$ cat src/rtl/core/tll_pkg.sv
// Shared types, constants and character-class functions for the template token lexer.
`timescale 1ns / 1ps

package tll_pkg;

  // Text length limit: the character at count MAX_TEXT_LEN - 1 closes the text.
  localparam int MAX_TEXT_LEN = 65536;
  localparam int CNT_W        = $clog2(MAX_TEXT_LEN);
  localparam logic [CNT_W-1:0] CNT_LAST = CNT_W'(MAX_TEXT_LEN - 1);

  // Result queue depth; it must hold the two tokens one character can cause.
  localparam int FIFO_DEPTH = 4;
  localparam int QPTR_W     = $clog2(FIFO_DEPTH);
  localparam int QCNT_W     = $clog2(FIFO_DEPTH + 1);

  // Token kinds
  localparam logic [4:0] K_DATATYPE = 5'd0;
  localparam logic [4:0] K_PERCENT  = 5'd1;
  localparam logic [4:0] K_LBRACE   = 5'd2;
  localparam logic [4:0] K_RBRACE   = 5'd3;
  localparam logic [4:0] K_LPAREN   = 5'd4;
  localparam logic [4:0] K_RPAREN   = 5'd5;
  localparam logic [4:0] K_PLUS     = 5'd6;
  localparam logic [4:0] K_MINUS    = 5'd7;
  localparam logic [4:0] K_STAR     = 5'd8;
  localparam logic [4:0] K_SLASH    = 5'd9;
  localparam logic [4:0] K_EQ       = 5'd10;
  localparam logic [4:0] K_ARGREF   = 5'd11;
  localparam logic [4:0] K_VARIABLE = 5'd12;
  localparam logic [4:0] K_BANG     = 5'd13;
  localparam logic [4:0] K_GREAT    = 5'd14;
  localparam logic [4:0] K_LESS     = 5'd15;
  localparam logic [4:0] K_GREATEQ  = 5'd16;
  localparam logic [4:0] K_LESSEQ   = 5'd17;
  localparam logic [4:0] K_DQUOTE   = 5'd18;
  localparam logic [4:0] K_SQUOTE   = 5'd19;
  localparam logic [4:0] K_SEMI     = 5'd20;
  localparam logic [4:0] K_EQUALS   = 5'd21;
  localparam logic [4:0] K_SPACE    = 5'd22;
  localparam logic [4:0] K_MAX      = K_SPACE;
  localparam logic [4:0] K_ORDINARY = 5'd31;

  // Scan modes
  localparam logic [2:0] M_IDLE = 3'd0;
  localparam logic [2:0] M_VAR  = 3'd1;
  localparam logic [2:0] M_PCT  = 3'd2;
  localparam logic [2:0] M_DT   = 3'd3;
  localparam logic [2:0] M_ARG  = 3'd4;

  // Held lead characters
  localparam logic [1:0] L_NONE  = 2'd0;
  localparam logic [1:0] L_EQ    = 2'd1;
  localparam logic [1:0] L_GREAT = 2'd2;
  localparam logic [1:0] L_LESS  = 2'd3;

  // Character codes
  localparam logic [7:0] CH_PCT    = 8'h25;
  localparam logic [7:0] CH_DOLLAR = 8'h24;
  localparam logic [7:0] CH_EQ     = 8'h3D;
  localparam logic [7:0] CH_GT     = 8'h3E;
  localparam logic [7:0] CH_LT     = 8'h3C;
  localparam logic [7:0] CH_LBRACE = 8'h7B;
  localparam logic [7:0] CH_RBRACE = 8'h7D;
  localparam logic [7:0] CH_LPAREN = 8'h28;
  localparam logic [7:0] CH_RPAREN = 8'h29;
  localparam logic [7:0] CH_PLUS   = 8'h2B;
  localparam logic [7:0] CH_MINUS  = 8'h2D;
  localparam logic [7:0] CH_STAR   = 8'h2A;
  localparam logic [7:0] CH_SLASH  = 8'h2F;
  localparam logic [7:0] CH_BANG   = 8'h21;
  localparam logic [7:0] CH_DQUOTE = 8'h22;
  localparam logic [7:0] CH_SQUOTE = 8'h27;
  localparam logic [7:0] CH_SEMI   = 8'h3B;
  localparam logic [7:0] CH_SP     = 8'h20;
  localparam logic [7:0] CH_TAB    = 8'h09;
  localparam logic [7:0] CH_LF     = 8'h0A;
  localparam logic [7:0] CH_VT     = 8'h0B;
  localparam logic [7:0] CH_FF     = 8'h0C;
  localparam logic [7:0] CH_CR     = 8'h0D;

  typedef struct packed {
    logic [4:0]  kind;
    logic [15:0] start;
    logic [15:0] length;
    logic        last_run;
    logic        eot;
  } tok_t;

  function automatic logic [4:0] single_kind(input logic [7:0] c);
    logic [4:0] k;
    case (c) inside
      CH_LBRACE: k = K_LBRACE;
      CH_RBRACE: k = K_RBRACE;
      CH_LPAREN: k = K_LPAREN;
      CH_RPAREN: k = K_RPAREN;
      CH_PLUS:   k = K_PLUS;
      CH_MINUS:  k = K_MINUS;
      CH_STAR:   k = K_STAR;
      CH_SLASH:  k = K_SLASH;
      CH_BANG:   k = K_BANG;
      CH_DQUOTE: k = K_DQUOTE;
      CH_SQUOTE: k = K_SQUOTE;
      CH_SEMI:   k = K_SEMI;
      CH_SP, CH_TAB, CH_LF, CH_VT, CH_CR, CH_FF: k = K_SPACE;
      default:   k = K_ORDINARY;
    endcase
    return k;
  endfunction

  function automatic logic is_ordinary(input logic [7:0] c);
    return (c != CH_PCT) && (c != CH_DOLLAR) && (c != CH_EQ) && (c != CH_GT) &&
           (c != CH_LT) && (single_kind(c) == K_ORDINARY);
  endfunction

  function automatic logic is_letter(input logic [7:0] c);
    return ((c >= 8'h41) && (c <= 8'h5A)) || ((c >= 8'h61) && (c <= 8'h7A));
  endfunction

  function automatic logic is_digit(input logic [7:0] c);
    return (c >= 8'h30) && (c <= 8'h39);
  endfunction

  function automatic logic [4:0] lead_single(input logic [1:0] lead);
    logic [4:0] k;
    case (lead)
      L_GREAT: k = K_GREAT;
      L_LESS:  k = K_LESS;
      default: k = K_EQUALS;
    endcase
    return k;
  endfunction

  function automatic logic [4:0] lead_double(input logic [1:0] lead);
    logic [4:0] k;
    case (lead)
      L_GREAT: k = K_GREATEQ;
      L_LESS:  k = K_LESSEQ;
      default: k = K_EQ;
    endcase
    return k;
  endfunction

endpackage

$ cat src/rtl/core/template_token_lexer.sv
// Top level of the template token lexer: scan state, step logic and result queue.
`timescale 1ns / 1ps

// Template token lexer. Feed one character of a text per item on s_axis (tlast marks the
// last character of the text); tokens leave on m_axis as one item each, with start offset
// and length in tdata, kind and a last-of-character flag in tuser, and tlast on the final
// token of the text. A character is taken in the cycle it arrives: the scan state lives in
// a few registers and the whole step (close the open token, start the next one, flush on
// the last character) is one level of shallow logic that writes straight into a 4-entry
// token queue, so with the queue empty its first token shows on m_axis in the next cycle.
// A character is taken whenever the queue can take two tokens. The output port drains one
// token per clock while m_axis_tready is high, and a character that gives two tokens
// always closes what was open and leaves nothing open, so a text never produces more than
// about one token per character: with m_axis always ready the queue holds two tokens at
// most and characters flow at one per clock. Only output stalls fill the queue and drop
// s_axis_tready. Characters inside a variable, datatype or argument run produce no token.
// A text longer than 65535 characters is closed after its 65536th character, and offsets
// and lengths wrap modulo 2^16.
module template_token_lexer (
  input  logic        clk,
  input  logic        rst,
  input  logic        s_axis_tvalid,
  output logic        s_axis_tready,
  input  logic [7:0]  s_axis_tdata,   // [7:0] char_code
  input  logic        s_axis_tlast,   // is_final
  output logic        m_axis_tvalid,
  input  logic        m_axis_tready,
  output logic [31:0] m_axis_tdata,   // [15:0] token_start, [31:16] token_length
  output logic [5:0]  m_axis_tuser,   // [4:0] token_kind, [5] last_of_run
  output logic        m_axis_tlast    // end_of_text
);

  // Scan state
  logic [2:0]                  mode, mode_next;
  logic [1:0]                  lead, lead_next;
  logic [15:0]                 run_start, run_start_next;
  logic [15:0]                 position, position_next;
  logic [tll_pkg::CNT_W-1:0]   text_cnt, text_cnt_next;

  // Step logic intermediates
  logic                        accept;
  logic                        final_c;
  logic                        handled;
  logic [15:0]                 next_pos, prev_pos;
  logic [2:0]                  mode_a, mode_b;
  logic [1:0]                  lead_a, lead_b;
  logic [15:0]                 rs_b;
  tll_pkg::tok_t               e1, e2, e3;
  logic                        e1v, e2v, e3v;
  tll_pkg::tok_t               slot0, slot1;
  logic [1:0]                  tok_n;

  // Token queue
  tll_pkg::tok_t               fifo [tll_pkg::FIFO_DEPTH];
  logic [tll_pkg::QPTR_W-1:0]  wr_ptr, wr_ptr_next;
  logic [tll_pkg::QPTR_W-1:0]  rd_ptr, rd_ptr_next;
  logic [tll_pkg::QCNT_W-1:0]  count, count_next;
  logic [1:0]                  wr_n;
  logic                        rd;
  tll_pkg::tok_t               head;

  // Take a character only when the queue has room for the two tokens it may cause.
  assign s_axis_tready = (count <= tll_pkg::QCNT_W'(tll_pkg::FIFO_DEPTH - 2));
  assign accept        = s_axis_tvalid && s_axis_tready;

  always_comb begin
    // A text that reaches the length limit is closed as if tlast were set.
    final_c  = s_axis_tlast || (text_cnt == tll_pkg::CNT_LAST);
    next_pos = position + 16'd1;
    prev_pos = position - 16'd1;
    handled  = 1'b0;
    mode_a   = mode;
    lead_a   = lead;
    e1       = '0;
    e2       = '0;
    e3       = '0;
    e1v      = 1'b0;
    e2v      = 1'b0;
    e3v      = 1'b0;

    // Close whatever the previous character left open.
    if (lead != tll_pkg::L_NONE) begin
      e1v      = 1'b1;
      e1.start = prev_pos;
      if (s_axis_tdata == tll_pkg::CH_EQ) begin
        e1.kind   = tll_pkg::lead_double(lead);
        e1.length = 16'd2;
        handled   = 1'b1;
      end else begin
        e1.kind   = tll_pkg::lead_single(lead);
        e1.length = 16'd1;
      end
      lead_a = tll_pkg::L_NONE;
    end else begin
      unique case (mode)
        tll_pkg::M_VAR: begin
          if (tll_pkg::is_ordinary(s_axis_tdata)) begin
            handled = 1'b1;
          end else begin
            e1v       = 1'b1;
            e1.kind   = tll_pkg::K_VARIABLE;
            e1.start  = run_start;
            e1.length = position - run_start;
            mode_a    = tll_pkg::M_IDLE;
          end
        end
        tll_pkg::M_PCT: begin
          if (s_axis_tdata == tll_pkg::CH_PCT) begin
            e1v       = 1'b1;
            e1.kind   = tll_pkg::K_PERCENT;
            e1.start  = prev_pos;
            e1.length = 16'd2;
            mode_a    = tll_pkg::M_IDLE;
            handled   = 1'b1;
          end else if (tll_pkg::is_letter(s_axis_tdata)) begin
            mode_a  = tll_pkg::M_DT;
            handled = 1'b1;
          end else begin
            // Empty datatype right after the percent sign.
            e1v       = 1'b1;
            e1.kind   = tll_pkg::K_DATATYPE;
            e1.start  = run_start;
            e1.length = 16'd0;
            mode_a    = tll_pkg::M_IDLE;
          end
        end
        tll_pkg::M_DT: begin
          if (tll_pkg::is_letter(s_axis_tdata)) begin
            handled = 1'b1;
          end else begin
            e1v       = 1'b1;
            e1.kind   = tll_pkg::K_DATATYPE;
            e1.start  = run_start;
            e1.length = position - run_start;
            mode_a    = tll_pkg::M_IDLE;
          end
        end
        tll_pkg::M_ARG: begin
          if (tll_pkg::is_digit(s_axis_tdata)) begin
            handled = 1'b1;
          end else begin
            e1v       = 1'b1;
            e1.kind   = tll_pkg::K_ARGREF;
            e1.start  = run_start;
            e1.length = position - run_start;
            mode_a    = tll_pkg::M_IDLE;
          end
        end
        default: mode_a = tll_pkg::M_IDLE;
      endcase
    end

    // Start on the current character unless it already extended or closed a token.
    mode_b = mode_a;
    lead_b = lead_a;
    rs_b   = run_start;
    if (!handled) begin
      if (s_axis_tdata == tll_pkg::CH_PCT) begin
        mode_b = tll_pkg::M_PCT;
        rs_b   = next_pos;
      end else if (s_axis_tdata == tll_pkg::CH_DOLLAR) begin
        mode_b = tll_pkg::M_ARG;
        rs_b   = next_pos;
      end else if (s_axis_tdata == tll_pkg::CH_EQ) begin
        lead_b = tll_pkg::L_EQ;
      end else if (s_axis_tdata == tll_pkg::CH_GT) begin
        lead_b = tll_pkg::L_GREAT;
      end else if (s_axis_tdata == tll_pkg::CH_LT) begin
        lead_b = tll_pkg::L_LESS;
      end else if (tll_pkg::single_kind(s_axis_tdata) != tll_pkg::K_ORDINARY) begin
        e2v       = 1'b1;
        e2.kind   = tll_pkg::single_kind(s_axis_tdata);
        e2.start  = position;
        e2.length = 16'd1;
      end else begin
        mode_b = tll_pkg::M_VAR;
        rs_b   = position;
      end
    end

    // Flush the open token on the last character of the text.
    if (final_c) begin
      if (lead_b != tll_pkg::L_NONE) begin
        e3v       = 1'b1;
        e3.kind   = tll_pkg::lead_single(lead_b);
        e3.start  = position;
        e3.length = 16'd1;
      end else begin
        unique case (mode_b)
          tll_pkg::M_VAR: begin
            e3v       = 1'b1;
            e3.kind   = tll_pkg::K_VARIABLE;
            e3.start  = rs_b;
            e3.length = next_pos - rs_b;
          end
          tll_pkg::M_PCT: begin
            e3v       = 1'b1;
            e3.kind   = tll_pkg::K_DATATYPE;
            e3.start  = rs_b;
            e3.length = 16'd0;
          end
          tll_pkg::M_DT: begin
            e3v       = 1'b1;
            e3.kind   = tll_pkg::K_DATATYPE;
            e3.start  = rs_b;
            e3.length = next_pos - rs_b;
          end
          tll_pkg::M_ARG: begin
            e3v       = 1'b1;
            e3.kind   = tll_pkg::K_ARGREF;
            e3.start  = rs_b;
            e3.length = next_pos - rs_b;
          end
          default: e3v = 1'b0;
        endcase
      end
    end

    // Pack the tokens in order. At most two exist: a single-character token from the
    // start phase leaves nothing open for the flush.
    tok_n = 2'({1'b0, e1v} + {1'b0, e2v} + {1'b0, e3v});
    slot0 = e1v ? e1 : (e2v ? e2 : e3);
    slot1 = e2v ? e2 : e3;
    if (tok_n == 2'd1) begin
      slot0.last_run = 1'b1;
      slot0.eot      = final_c;
    end
    if (tok_n == 2'd2) begin
      slot1.last_run = 1'b1;
      slot1.eot      = final_c;
    end

    // Advance the scan state; the end of a text returns it to its reset value.
    mode_next      = mode;
    lead_next      = lead;
    run_start_next = run_start;
    position_next  = position;
    text_cnt_next  = text_cnt;
    if (accept) begin
      if (final_c) begin
        mode_next      = tll_pkg::M_IDLE;
        lead_next      = tll_pkg::L_NONE;
        run_start_next = '0;
        position_next  = '0;
        text_cnt_next  = '0;
      end else begin
        mode_next      = mode_b;
        lead_next      = lead_b;
        run_start_next = rs_b;
        position_next  = next_pos;
        text_cnt_next  = text_cnt + tll_pkg::CNT_W'(1);
      end
    end
  end

  always_ff @(posedge clk) begin
    if (rst) begin
      mode      <= tll_pkg::M_IDLE;
      lead      <= tll_pkg::L_NONE;
      run_start <= '0;
      position  <= '0;
      text_cnt  <= '0;
    end else begin
      mode      <= mode_next;
      lead      <= lead_next;
      run_start <= run_start_next;
      position  <= position_next;
      text_cnt  <= text_cnt_next;
    end
  end

  // Token queue: up to two writes and one read per cycle.
  assign wr_n        = accept ? tok_n : 2'd0;
  assign rd          = m_axis_tvalid && m_axis_tready;
  assign wr_ptr_next = wr_ptr + tll_pkg::QPTR_W'(wr_n);
  assign rd_ptr_next = rd_ptr + tll_pkg::QPTR_W'(rd);
  assign count_next  = count + tll_pkg::QCNT_W'(wr_n) - tll_pkg::QCNT_W'(rd);

  always_ff @(posedge clk) begin
    if (accept && (tok_n != 2'd0)) begin
      fifo[wr_ptr] <= slot0;
    end
    if (accept && (tok_n == 2'd2)) begin
      fifo[wr_ptr + tll_pkg::QPTR_W'(1)] <= slot1;
    end
  end

  always_ff @(posedge clk) begin
    if (rst) begin
      wr_ptr <= '0;
      rd_ptr <= '0;
      count  <= '0;
    end else begin
      wr_ptr <= wr_ptr_next;
      rd_ptr <= rd_ptr_next;
      count  <= count_next;
    end
  end

  // Present the oldest token.
  assign head          = fifo[rd_ptr];
  assign m_axis_tvalid = (count != '0);
  assign m_axis_tdata  = {head.length, head.start};
  assign m_axis_tuser  = {head.last_run, head.kind};
  assign m_axis_tlast  = head.eot;

endmodule

$ cat config.mk
export PLATFORM = sky130hd
export DESIGN_NAME = template_token_lexer
export DESIGN_NICKNAME = d
export VERILOG_FILES = /design/src/rtl/core/tll_pkg.sv /design/src/rtl/core/template_token_lexer.sv
export SDC_FILE = /design/constraint.sdc
export NUM_CORES = 1
export LEC_CHECK = 0
export ABC_CLOCK_PERIOD_IN_PS = 6650
export BUFFER_PORTS_ARGS = -buffer_cell sky130_fd_sc_hd__clkbuf_2
export CAP_MARGIN = 0
export CORE_ASPECT_RATIO = 0.5
export CORE_MARGIN = 2
export CORE_UTILIZATION = 54
export DETAILED_ROUTE_END_ITERATION = 10
export PLACE_DENSITY = 0.81
export SLEW_MARGIN = 20
export SYNTH_ARGS = -nofsm -noshare
export SYNTH_HDL_FRONTEND = slang
export SYNTH_SLANG_ARGS = --single-unit
$ cat constraint.sdc
create_clock -name clk -period 6.65 [get_ports clk]
set_input_delay 0.665 -clock clk [delete_from_list [all_inputs] [get_ports clk]]
set_output_delay 0.665 -clock clk [all_outputs]
set_load 0.03 [all_outputs]
* Word-level counts from Yosys, hierarchy flattened *
Memories as Yosys holds them, arrays and structs flattened. A register that Yosys moved wholly into a read port is not among the register bits.
Index checks and enable logic that the tools add are counted.

storage, ports and cells
  output and inout bits = 41
  bits of input ports = 13
  register bits after elaboration = 60
  bits in writable memories = 156
  logic and storage cells = 202
  memories = 1

memory list
  memory  words  width  rd ports  clocked after Yosys merged registers in  write ports  line                        source
  fifo    4      39     1         1                                        2            template_token_lexer.sv:54  tll_pkg::tok_t fifo [tll_pkg::FIFO_DEPTH];

cells by class
  eq/ne operators = 45
  add/sub/neg operators = 12
  mux-type cells = 109
  $lt $le $gt $ge = 7
  reduce and logical (&&, ||, !) cells = 20

operators by type and width
  cell                                                             number
  two-way mux 37 bit                                               10
  two-way mux 16 bit                                               10
  one-hot mux 37 bit (4 select lines)                              1
  one-hot mux 36 bit (4 select lines)                              1
  equality test 8 x 6 -> 1 bit (second input constant)             16
  two-way mux 5 bit                                                18
  two-way mux 39 bit                                               2
  two-way mux 36 bit                                               2
  two-way mux 32 bit                                               2
  equality test 8 x 4 -> 1 bit (second input constant)             5
  inequality test 8 x 6 -> 1 bit (second input constant)           5
  two-way mux 3 bit                                                12
  two-way mux 33 bit                                               1
  adder 16 x 1 -> 16 bit (second input constant)                   2
  subtractor 16 bit                                                2
  two-way mux 2 bit                                                15
  one-hot mux 5 bit (2 select lines)                               3
  two-way mux 1 bit                                                25
  equality test 16 bit (second input constant)                     1
  equality test 8 x 7 -> 1 bit (second input constant)             2
  >= comparator 8 x 7 -> 1 bit (second input constant)             2
  less-or-equal comparator 8 x 7 -> 1 bit (second input constant)  2
  two-way mux 4 bit                                                4
  subtractor 16 x 1 -> 16 bit (second input constant)              1
  24 further kinds                                                 49

* Depth between registers and ports, before layout *
Gate-level depths: netlist of run 1.

  depth in word-level cells = 41
  gate-level depth with buffers = 23
  depth with buffers taken out = 19

* Least setup slack after synthesis of run 1 *
OpenSTA, ideal clock, no wires.

  path type = input port to flip-flop
  start = input s_axis_tdata[4]
  end = memory fifo[2][0] (netlist name), enable pin
  setup slack = 0.680 ns
  data required time = 6.202 ns
  buffers on the path = 2
  stages on the path = 13
  data arrival time = 5.521 ns
  cells stage by stage = buf_2 nor4b_4 nand4_2 o211a_2 o21a_4 or3_1 o32a_1 a31oi_1 fa_1 clkbuf_1 nor3b_1 o21ai_0 a21oi_1

RTL lines
  item                line                        source
  start: declaration  template_token_lexer.sv:24  input logic [7:0] s_axis_tdata,
  end: declaration    template_token_lexer.sv:54

==> results of run 1 <==
worst max path at each step:
stage                     slack, ps  depth (start not counted)            start     endpoint
after floorplan                 680                         13  s_axis_tdata[4]   fifo[2][0]
after global placement         1070                         20  s_axis_tdata[3]  fifo[0][16]
after detailed placement        930                         20  s_axis_tdata[0]  fifo[0][17]
after CTS                      1420                         20  s_axis_tdata[0]  fifo[0][17]
after global routing            870                         20  s_axis_tdata[0]  fifo[0][17]
final                          1170                         20  s_axis_tdata[0]  fifo[1][17]
routing by layer:
layer	up-vias	global-route usage, %	routed length [um]
met5	-	0	0
met4	0	7.63	1040
met3	113	8.05	5500
met2	803	45.4	16500
met1	5334	43.6	16000
li1	4846	-	-
area by class of cell:
type                    instances  area, sq um
clock inverters                16          190
flip-flops and latches        216         5890
well taps                     336          420
repair buffers                 77          445
fillers                      1945         9510
multi-input cells             912         6920
clock buffers                  22          529
inverters                      56          210
power by group:
| group | internal (uW) | leakage, uW | total (uW) | switching, uW |
|---|---|---|---|---|
| Sequential | 1560 | 0.00194 | 1620 | 60.5 |
| Clock | 738 | 0.000343 | 1290 | 554 |
| Combinational | 524 | 0.00304 | 1400 | 878 |
| Total | 2820 | 0.00532 | 4310 | 1490 |
metrics by stage:
stage | area (sq um) | cells | power (uW) | util, %
floorplan | 13300 | 1270 | 2670 | -
CTS | 14600 | 1635 | 4300 | 60.5
finish | 14600 | 1635 | 4310 | 60.6
detailed placement | 13900 | 1597 | 3030 | 57.6
global placement | 13900 | 1597 | 3000 | 57.6
global route | 14600 | 1635 | 4460 | 60.6
placed cells by master, fill, tap and decap left out, drive strengths merged, types with 4 or more instances in the layout:
master | Yosys | routed
a2bb2oi | 13 | 13
nand4 | 8 | 8
mux2i | 53 | 53
inv | 56 | 58
and4 | 4 | 4
o22ai | 65 | 65
clkbuf | 55 | 75
o21a | 8 | 8
nand2b | 10 | 10
nor2b | 16 | 16
o21ai | 32 | 32
mux2 | 12 | 12
a22oi | 57 | 57
xnor2 | 41 | 41
nor4 | 4 | 4
or3 | 8 | 8
nor3 | 28 | 28
a211oi | 4 | 4
and2 | 8 | 8
a31oi | 14 | 14
o31ai | 6 | 6
clkinv | 0 | 8
bufinv | 0 | 4
nand2 | 87 | 87
nor3b | 6 | 6
nand3 | 48 | 48
a21o | 10 | 10
xor2 | 35 | 35
a21oi | 70 | 70
ha | 38 | 38
nor2 | 98 | 98
fa | 4 | 4
and3 | 18 | 18
or2 | 4 | 4
mux4 | 39 | 39
dfxtp | 60 | 60
edfxtp | 156 | 156
a22o | 20 | 20
buf | 31 | 24
sequential cells by signal, indices dropped and copies added (netlist names):
name       cells
count          3
fifo         156
mode           3
lead           2
wr_ptr         2
run_start     16
text_cnt      16
rd_ptr         2
position      16
logic make-up after synthesis:
family | Yosys count | synth area share, %
flip-flops | 216 | 44.1
multiplexers | 104 | 11.6
AND/OR/NAND/NOR | 355 | 13.4
buffers and inverters | 142 | 4.31
AO/OA/AOI/OAI | 335 | 17.4
adder cells (fa/ha/maj) | 42 | 4.16
XOR/XNOR | 76 | 4.99
tightest hold or removal path, stage by stage, from the launching register on:
cell     delay [ps]
dfxtp_1         320
nand2_1          60
a21oi_1          50
==> out/qor.txt, run 1 <==
Final hold vios = 0
Worst path slowest cell = o21ai_1
Min-delay src = text_cnt[1]
Synth Cell Area = 0.0133 sq mm
Synth area leaders = edfxtp_1 (35%), dfxtp_1 (9.0%), mux4_2 (6.6%)
Clock skew = 33.5 ps
CTS Buf Count = 21
YS warnings = 0
Cell taking the most area after synthesis = edfxtp_1
Status = finished clean
RePlAce Congestion = 1.04
PD cells = 295 mW/mm^2
Path depth of the worst reg2reg path = 17
Reg2reg end = fifo[1][17]
CTS Buffer Depth = 3
Htree depth = 1
Root Driver = clkbuf_16
Sequential element share of the synthesized area = 44.1%
Worst r2r src = mode[0]
Fin nets = 1339
Relative slew slack = 22.4%
Worst path top cell family by delay = compound AO/OA/AOI/OAI gates
DIE WIDTH = 226 um
Worst Hold Slack = 476 ps
Critical path type = input port to register
Share of layout cells above drive strength 1 = 15.5%
Slew @ Worst Pin = 1160 ps
Area Growth Syn to Fin = 9.50%
Skew-Pair Late Insertion Delay = 540 ps
Worst min-delay path class = register to register
Initial antenna violation count = 0
Largest net degree at the start of global routing = 47
Routed WL per cell = 23.9 um
Core Area = 0.0241 sq mm
CTS resizes = 0
Total GRT Usage = 30.2%
Top-count cell post-synth = edfxtp_1
Crit-path cells = clkbuf_2 > inv_1 > a21boi_0 > o2111ai_1 > nand4_4 > o21a_1 > o21ai_1 > buf_4 > a2bb2oi_1 > inv_1 > ha_1 > a21o_1 > nand2_1 > nand3_1 > a31oi_1 > a21oi_1 > a21oi_1 > o21ai_0 > xnor2_1 > o22ai_1
Cells after synthesis = 1270
Hold-fix buffers, CTS = 0
Top cell type's share of synthesized area = 35.1%
Number of cell rows = 40
# clock sinks = 216
Critical Path Sink Type = register
Synth Register Bits = 216
Max Clock Freq = 183 MHz
DP Worst Slack = 931 ps
Mapped Nets = 1325
Starting Density = 55.3%
Clk slew on worst S/H paths = 70 ps
CTS tree = done
Crit path time final = 5480 ps
HPWL after DPL = 27100 um
CP Launch Type = input port
Peak VDD IR = 0.179 mV
Period utilization = 82.3%
Hold endpoint = text_cnt[1]
Ys flop type = edfxtp_1
Post-DRT Antenna Nets = 0
Number of diodes = 0
DRT iter0 DRCs = 2078
Critical Path RT = 6920 ps
Setup_tns = 0 ps
Final setup viols = 0
WL final = 39100 um
Via count = 11100
Arrival time at the worst endpoint = 5740 ps
Total global routing overflow = 0
Slack of the critical path = 1170 ps
Setup repair bufs after CTS = 0
Syn Area/Cell = 10.5 sq um
# port buffers = 53
Post-synth top cells = edfxtp_1 (156), nor2_1 (96), nand2_1 (83)
I/O Pins = 54
Max_cap viols = 0
Pins over their slew limit = 0
Crit path max fanout = 24
Post-synth EDFFs = 156
# DRC = 0
CP Buf/Inv Count = 4
First-pass DRT Iterations = 7
RSZ-0062 raised after global routing = false
Chip height = 115 um
Vias per cell = 6.79
Vias in the first global route = 10400
Slowest cell delay on critical path = 610 ps
Ys async rst share = 0%
Die area = 0.0261 sq mm
Leakage = 0.00532 uW
WHS Path Cells = 2
Global-route wire length before repair = 60400 um
Post-synth cell types = 88
Worst R2R Setup Slack = 1600 ps
Power figures use the tool's default switching activity.
==> run 2, diff against run 1 <==
- ABC_CLOCK_PERIOD_IN_PS: 6650 -> 5600
- clock period: 6.65 -> 5.6 ns (I/O delays scaled with it)
==> out/qor.txt, run 2 (synthesis results as in run 1) <==
Status = finished clean
Fin area = 0.0147 sq mm (+0.90%)
DIE WIDTH = 226 um (unchanged)
RSZ-0062 raised after global routing = false
I/O Pins = 54 (unchanged)
# clock sinks = 216 (unchanged)
WL final = 41000 um (+4.9%)
Fin nets = 1357 (+1.3%)
Largest net degree at the start of global routing = 47 (unchanged)
# DRC = 0 (unchanged)
Post-DRT Antenna Nets = 0 (unchanged)
Total GRT Usage = 31.8% (+1.6 points)
CTS resizes = 0 (unchanged)
Placed Area = 0.0141 sq mm (+1.2%)
Total global routing overflow = 0 (unchanged)
Routed WL per cell = 24.8 um (+3.9%)
Critical Path Sink Type = register
PD cells = 345 mW/mm^2 (+17%)
Crit path max fanout = 13 (-46%)
Final setup viols = 0 (unchanged)
Vias in the first global route = 10400 (unchanged)
Crit-path cells = and3_1 > and4_1 > nand2b_1 > xnor2_1 > nor2_1 > a31oi_1 > a2bb2oi_1 > inv_1 > ha_1 > and3_1 > a31oi_1 > a21oi_1 > a21oi_1 > o21ai_0 > xnor2_1 > o22ai_1
Final hold vios = 0 (unchanged)
HPWL after DPL = 29300 um (+7.9%)
Critical path type = register to register
Clk slew on worst S/H paths = 70 ps (about the same)
Root Driver = clkbuf_16
Via count = 11000 (-0.71%)
Min-delay src = text_cnt[1]
Hold-fix buffers, CTS = 0 (unchanged)
Vias per cell = 6.67 (-1.7%)
Slew @ Worst Pin = 1070 ps (-94.9 ps)
Worst min-delay path class = register to register
# port buffers = 53 (unchanged)
Peak VDD IR = 0.187 mV (+4.5%)
Commonest non-fill, non-tap cell in the layout = edfxtp_1
Worst path slowest cell = dfxtp_1
Max Clock Freq = 205 MHz
CTS Buffer Depth = 3 (unchanged)
Setup repair bufs after CTS = 0 (unchanged)
Skew-Pair Late Insertion Delay = 530 ps (about the same)
Area of the multi-input gates = 0.00692 sq mm (about the same)
Relative slew slack = 28.8% (+6.4 points)
Clock skew = 16.2 ps (-17.3 ps)
CP startpoint = position[2]
Arrival time at the worst endpoint = 5130 ps (-610 ps)
Crit path time final = 4890 ps
FF+latch area = 0.00589 sq mm (about the same)
Max reg flops = 156 (unchanged)
Global-route wire length before repair = 62300 um (+3.3%)
Number of cell rows = 40 (unchanged)
Die area = 0.0261 sq mm (unchanged)
Period utilization = 87.3%
First-pass DRT Iterations = 6 (-1)
Fill cell count = 2018 (+3.8%)
DRT iter0 DRCs = 1405 (-32%)
CTS Buf Count = 21 (unchanged)
Starting Density = 55.3% (unchanged)
Fin util = 61.1% (+0.54 points)
Worst Hold Slack = 489 ps (+13.0 ps)
Leakage = 0.00542 uW (+1.7%)
Share of layout cells above drive strength 1 = 16.6% (+1.1 points)
Core Area = 0.0241 sq mm (unchanged)
CP Launch Type = register
Setup_tns = 0 ps (unchanged)
Initial antenna violation count = 0 (unchanged)
Htree depth = 1 (unchanged)
Worst r2r src = position[2]
Number of diodes = 0 (unchanged)
Max_cap viols = 0 (unchanged)
Pins over their slew limit = 0 (unchanged)
Largest Register = fifo
Area Growth Syn to Fin = 10.5%
Critical Path RT = 5850 ps (-1070 ps)
Most frequent cells in the layout = edfxtp_1 (156), nor2_1 (95), nand2_1 (83)
RePlAce Congestion = 0.947 (-9.1%)
Slowest cell delay on critical path = 670 ps (+60 ps)
Chip height = 115 um (unchanged)
CTS tree = done
-- run 2: cell count changes in the layout (fill, tap and decap cells not counted), sizes merged --
cell	change
buf	+18
clkinvlp	-1
bufinv	-1
clkinv	-2
clkbuf	+3
inv	-1
-- run 2: path summary, 6_finish.rpt --
path | to | slack, ps | cells past startpoint
hold / removal | text_cnt[1] | 490 | 2
setup / recovery | fifo[1][17] | 710 | 16
setup reg to reg | fifo[1][17] | 710 | 16
hold reg to reg | text_cnt[1] | 490 | 2
-- run 2: per-layer routing --
| metal | GRT usage, % | wire [um] |
|---|---|---|
| met1 | 48.7 | 18300 |
| met2 | 46.9 | 17300 |
| met3 | 7.03 | 4780 |
| met4 | 5.57 | 603 |
| met5 | 0 | 0 |
-- run 2: per-stage QoR --
step / worst slack, ps / std cells / power (uW)
2_1_floorplan: 128 / 1270 / 3170
3_3_place_gp: 330 / 1615 / 3580
3_5_place_dp: 243 / 1615 / 3620
4_1_cts: 783 / 1651 / 5080
5_1_grt: 398 / 1651 / 5270
6_report: 713 / 1651 / 5080
-- run 2: critical path, delay by kind of cell, from the launching register on --
family	cells	cell delay (ps)
DFF	1	670
AOI/OAI and AO/OA	7	1570
adders and majority gates	1	370
xor gates and xnor gates	2	910
buffers and inverters	1	120
and+or+nand+nor	5	960
-- run 2: area by class of cell --
cell class	instances	area share, %
sequential	216	39.9
inverter	56	1.43
clock buffer	25	3.67
timing repair buffer	95	4.19
clock inverter	11	0.968
tap	336	2.85
multi-input combinational	912	46.9
-- run 2: power breakdown --
| group | internal [uW] | leakage [uW] | switching, uW |
|---|---|---|---|
| sequential | 1850 | 0.00194 | 49.8 |
| clock | 832 | 0.000332 | 643 |
| combinational | 635 | 0.00314 | 1070 |
| total | 3320 | 0.00542 | 1760 |
==> run 3, diff against run 2 <==
- ABC_AREA: default -> 1
==> out/qor.txt, run 3 <==
Status = finished clean
Number of cell rows = 42 (+5.0%)
Global-route wire length before repair = 71400 um (+15%)
DIE WIDTH = 236 um (+4.2%)
YS warnings = 0 (unchanged)
CP most frequent cell = nand2_1
Final setup viols = 0 (unchanged)
Synth Cell Area = 0.0145 sq mm (+8.8%)
Initial antenna violation count = 0 (unchanged)
Area Growth Syn to Fin = 8.81%
Arrival time at the worst endpoint = 5270 ps (+140 ps)
HPWL after DPL = 31400 um (+7.3%)
Cell taking the most area after synthesis = edfxtp_1
Skew-Pair Late Insertion Delay = 550 ps (+20 ps)
Via count = 14200 (+29%)
Vias per cell = 5.97 (-11%)
CTS resizes = 0 (unchanged)
Root Driver = clkbuf_16
Synth area leaders = edfxtp_1 (32%), nand2_1 (16%), dfxtp_1 (8.3%)
Slowest cell delay on critical path = 790 ps (+120 ps)
Starting Density = 54.9% (-0.37 points)
Critical Path Sink Type = register
Synth Register Bits = 216 (unchanged)
RSZ-0062 raised after global routing = false
Post-synth top cells = nand2_1 (616), inv_1 (181), nor2_1 (175)
Slack of the critical path = 589 ps (-124 ps)
Worst path top cell family by delay = simple AND/OR/NAND/NOR gates
Share of layout cells above drive strength 1 = 8.33% (-8.3 points)
Syn Area/Cell = 7.22 sq um (-31%)
Ys flop type = edfxtp_1
Post-synth EDFFs = 156 (unchanged)
Post-DRT Antenna Nets = 0 (unchanged)
Fin area = 0.0158 sq mm (+7.2%)
Cells after synthesis = 2011 (+58%)
CP Launch Type = input port
Fin util = 59.8% (-1.3 points)
Largest net degree at the start of global routing = 65 (+38%)
Routed WL per cell = 19.3 um (-22%)
Switching Power = 2450 uW (+39%)
First-pass DRT Iterations = 6 (unchanged)
Flop pwr share = 34.5% (-2.9 points)
Worst path depth = 32 (+16)
Commonest non-fill, non-tap cell in the layout = nand2_1
Chip height = 120 um (+4.2%)
Max_cap viols = 0 (unchanged)
WL final = 46100 um (+12%)
Ys async rst share = 0% (unchanged)
Total global routing overflow = 0 (unchanged)
Total GRT Usage = 32.4% (+0.59 points)
FF+latch area = 0.00589 sq mm (about the same)
Internal Pwr Total = 3310 uW (-0.19%)
Peak VDD IR = 0.217 mV (+16%)
Largest Register = fifo
Vias in the first global route = 13100 (+25%)
Critical Path RT = 5860 ps (about the same)
Crit path time final = 5010 ps (+124 ps)
CTS Buffer Depth = 3 (unchanged)
# DRC = 0 (unchanged)
Clock skew = 32.9 ps (+16.7 ps)
Period utilization = 89.5% (+2.2 points)
Worst min-delay path class = register to register
Post-synth cell types = 58 (-34%)
DP Worst Slack = 324 ps (+81.0 ps)
Top-count cell post-synth = nand2_1
Final hold vios = 0 (unchanged)
I/O Pins = 54 (unchanged)
CP Buf/Inv Count = 3 (+2)
Core Area = 0.0264 sq mm (+9.6%)
DRT iter0 DRCs = 1807 (+29%)
CTS Buf Count = 21 (unchanged)
# clock sinks = 216 (unchanged)
Top cell type's share of synthesized area = 32.3% (-2.9 points)
Sw Share = 42.5% (+7.8 points)
Fin nets = 2074 (+53%)
# port buffers = 53 (unchanged)
Clock share of power = 24.5% (-4.5 points)
Slew @ Worst Pin = 1060 ps (-6.20 ps)
Placed Area = 0.0152 sq mm (+7.8%)
Crit path max fanout = 19 (+6)
Combinational power share = 41.0% (+7.4 points)
Mapped Nets = 2066 (+56%)
Hold-fix buffers, CTS = 0 (unchanged)
Area of the multi-input gates = 0.00756 sq mm (+9.3%)
Path depth of the worst reg2reg path = 31 (+15)
Die area = 0.0283 sq mm (+8.6%)
PD cells = 365 mW/mm^2 (+5.8%)
Clk slew on worst S/H paths = 70 ps (about the same)
Sequential element share of the synthesized area = 40.5% (-3.6 points)
Htree depth = 1 (unchanged)
Pins over their slew limit = 0 (unchanged)
Critical path type = input port to register
Relative slew slack = 28.1% (-0.71 points)
Number of diodes = 0 (unchanged)
Worst Hold Slack = 483 ps (-6.76 ps)
Setup repair bufs after CTS = 0 (unchanged)
Max reg flops = 156 (unchanged)
RePlAce Congestion = 1.05 (+10%)
Worst path slowest cell = nor2_1
Most frequent cells in the layout = nand2_1 (616), inv_1 (180), nor2_1 (170)
Leakage = 0.00687 uW (+27%)
Fill cell count = 2383 (+18%)
WHS Path Cells = 2 (unchanged)
Max Clock Freq = 200 MHz (-2.5%)
CTS tree = done
run 3: power by group through the flow:
| stage | sequential, uW | combinational, uW | clock (uW) |
|---|---|---|---|
| final | 1990 | 2360 | 1410 |
| after global routing | 1990 | 2580 | 1470 |
| after CTS | 1980 | 2300 | 1410 |
| after detailed placement | 2020 | 2290 | 0 |
| after global placement | 2010 | 2260 | 0 |
| after floorplan | 1980 | 1650 | 0 |
run 3: worst reg2reg max path, delay by kind of cell, from the launching register on:
kind / cells / cell delay [ps]
AOI/OAI and AO/OA: 5 / 620
xor gates and xnor gates: 1 / 270
adders and majority gates: 1 / 300
buffers and inverters: 4 / 320
DFF: 1 / 330
and+or+nand+nor: 20 / 2770
run 3: logic make-up after synthesis:
family	Yosys count	synth area share, %
xor gates and xnor gates	51	3.08
adders and majority gates	42	3.83
and+or+nand+nor	1017	29.0
AOI/OAI and AO/OA	393	15.8
DFF	216	40.5
buffers and inverters	292	7.76
run 3: per-stage QoR:
step	TNS (ps)	total power, uW	std cells
2_1_floorplan	-134170	3620	2011
3_3_place_gp	0	4270	2348
3_5_place_dp	0	4310	2348
4_1_cts	0	5700	2382
5_1_grt	0	6050	2382
6_report	0	5760	2382
run 3: path summary, 6_finish.rpt:
path | start | endpoint | slack [ps]
min reg2reg | run_start[2] | run_start[2] | 480
max | s_axis_tdata[6] | fifo[0][14] | 590
min | run_start[2] | run_start[2] | 480
max reg2reg | mode[1] | fifo[0][14] | 690
run 3: final cells by class:
| cell class | count | area share (%) |
|---|---|---|
| repair buffers | 85 | 3.44 |
| clock buffers | 22 | 3.35 |
| clock inverters | 12 | 0.721 |
| multi-input cells | 1503 | 47.9 |
| well taps | 352 | 2.79 |
| flip-flops and latches | 216 | 37.3 |
| inverters | 192 | 4.56 |
run 3: layer usage:
layer  part of all wire, %  GRT usage (%)
met5                     0              0
met4                   2.1           7.40
met3                    17           15.0
met2                    40           46.6
met1                    40           44.4
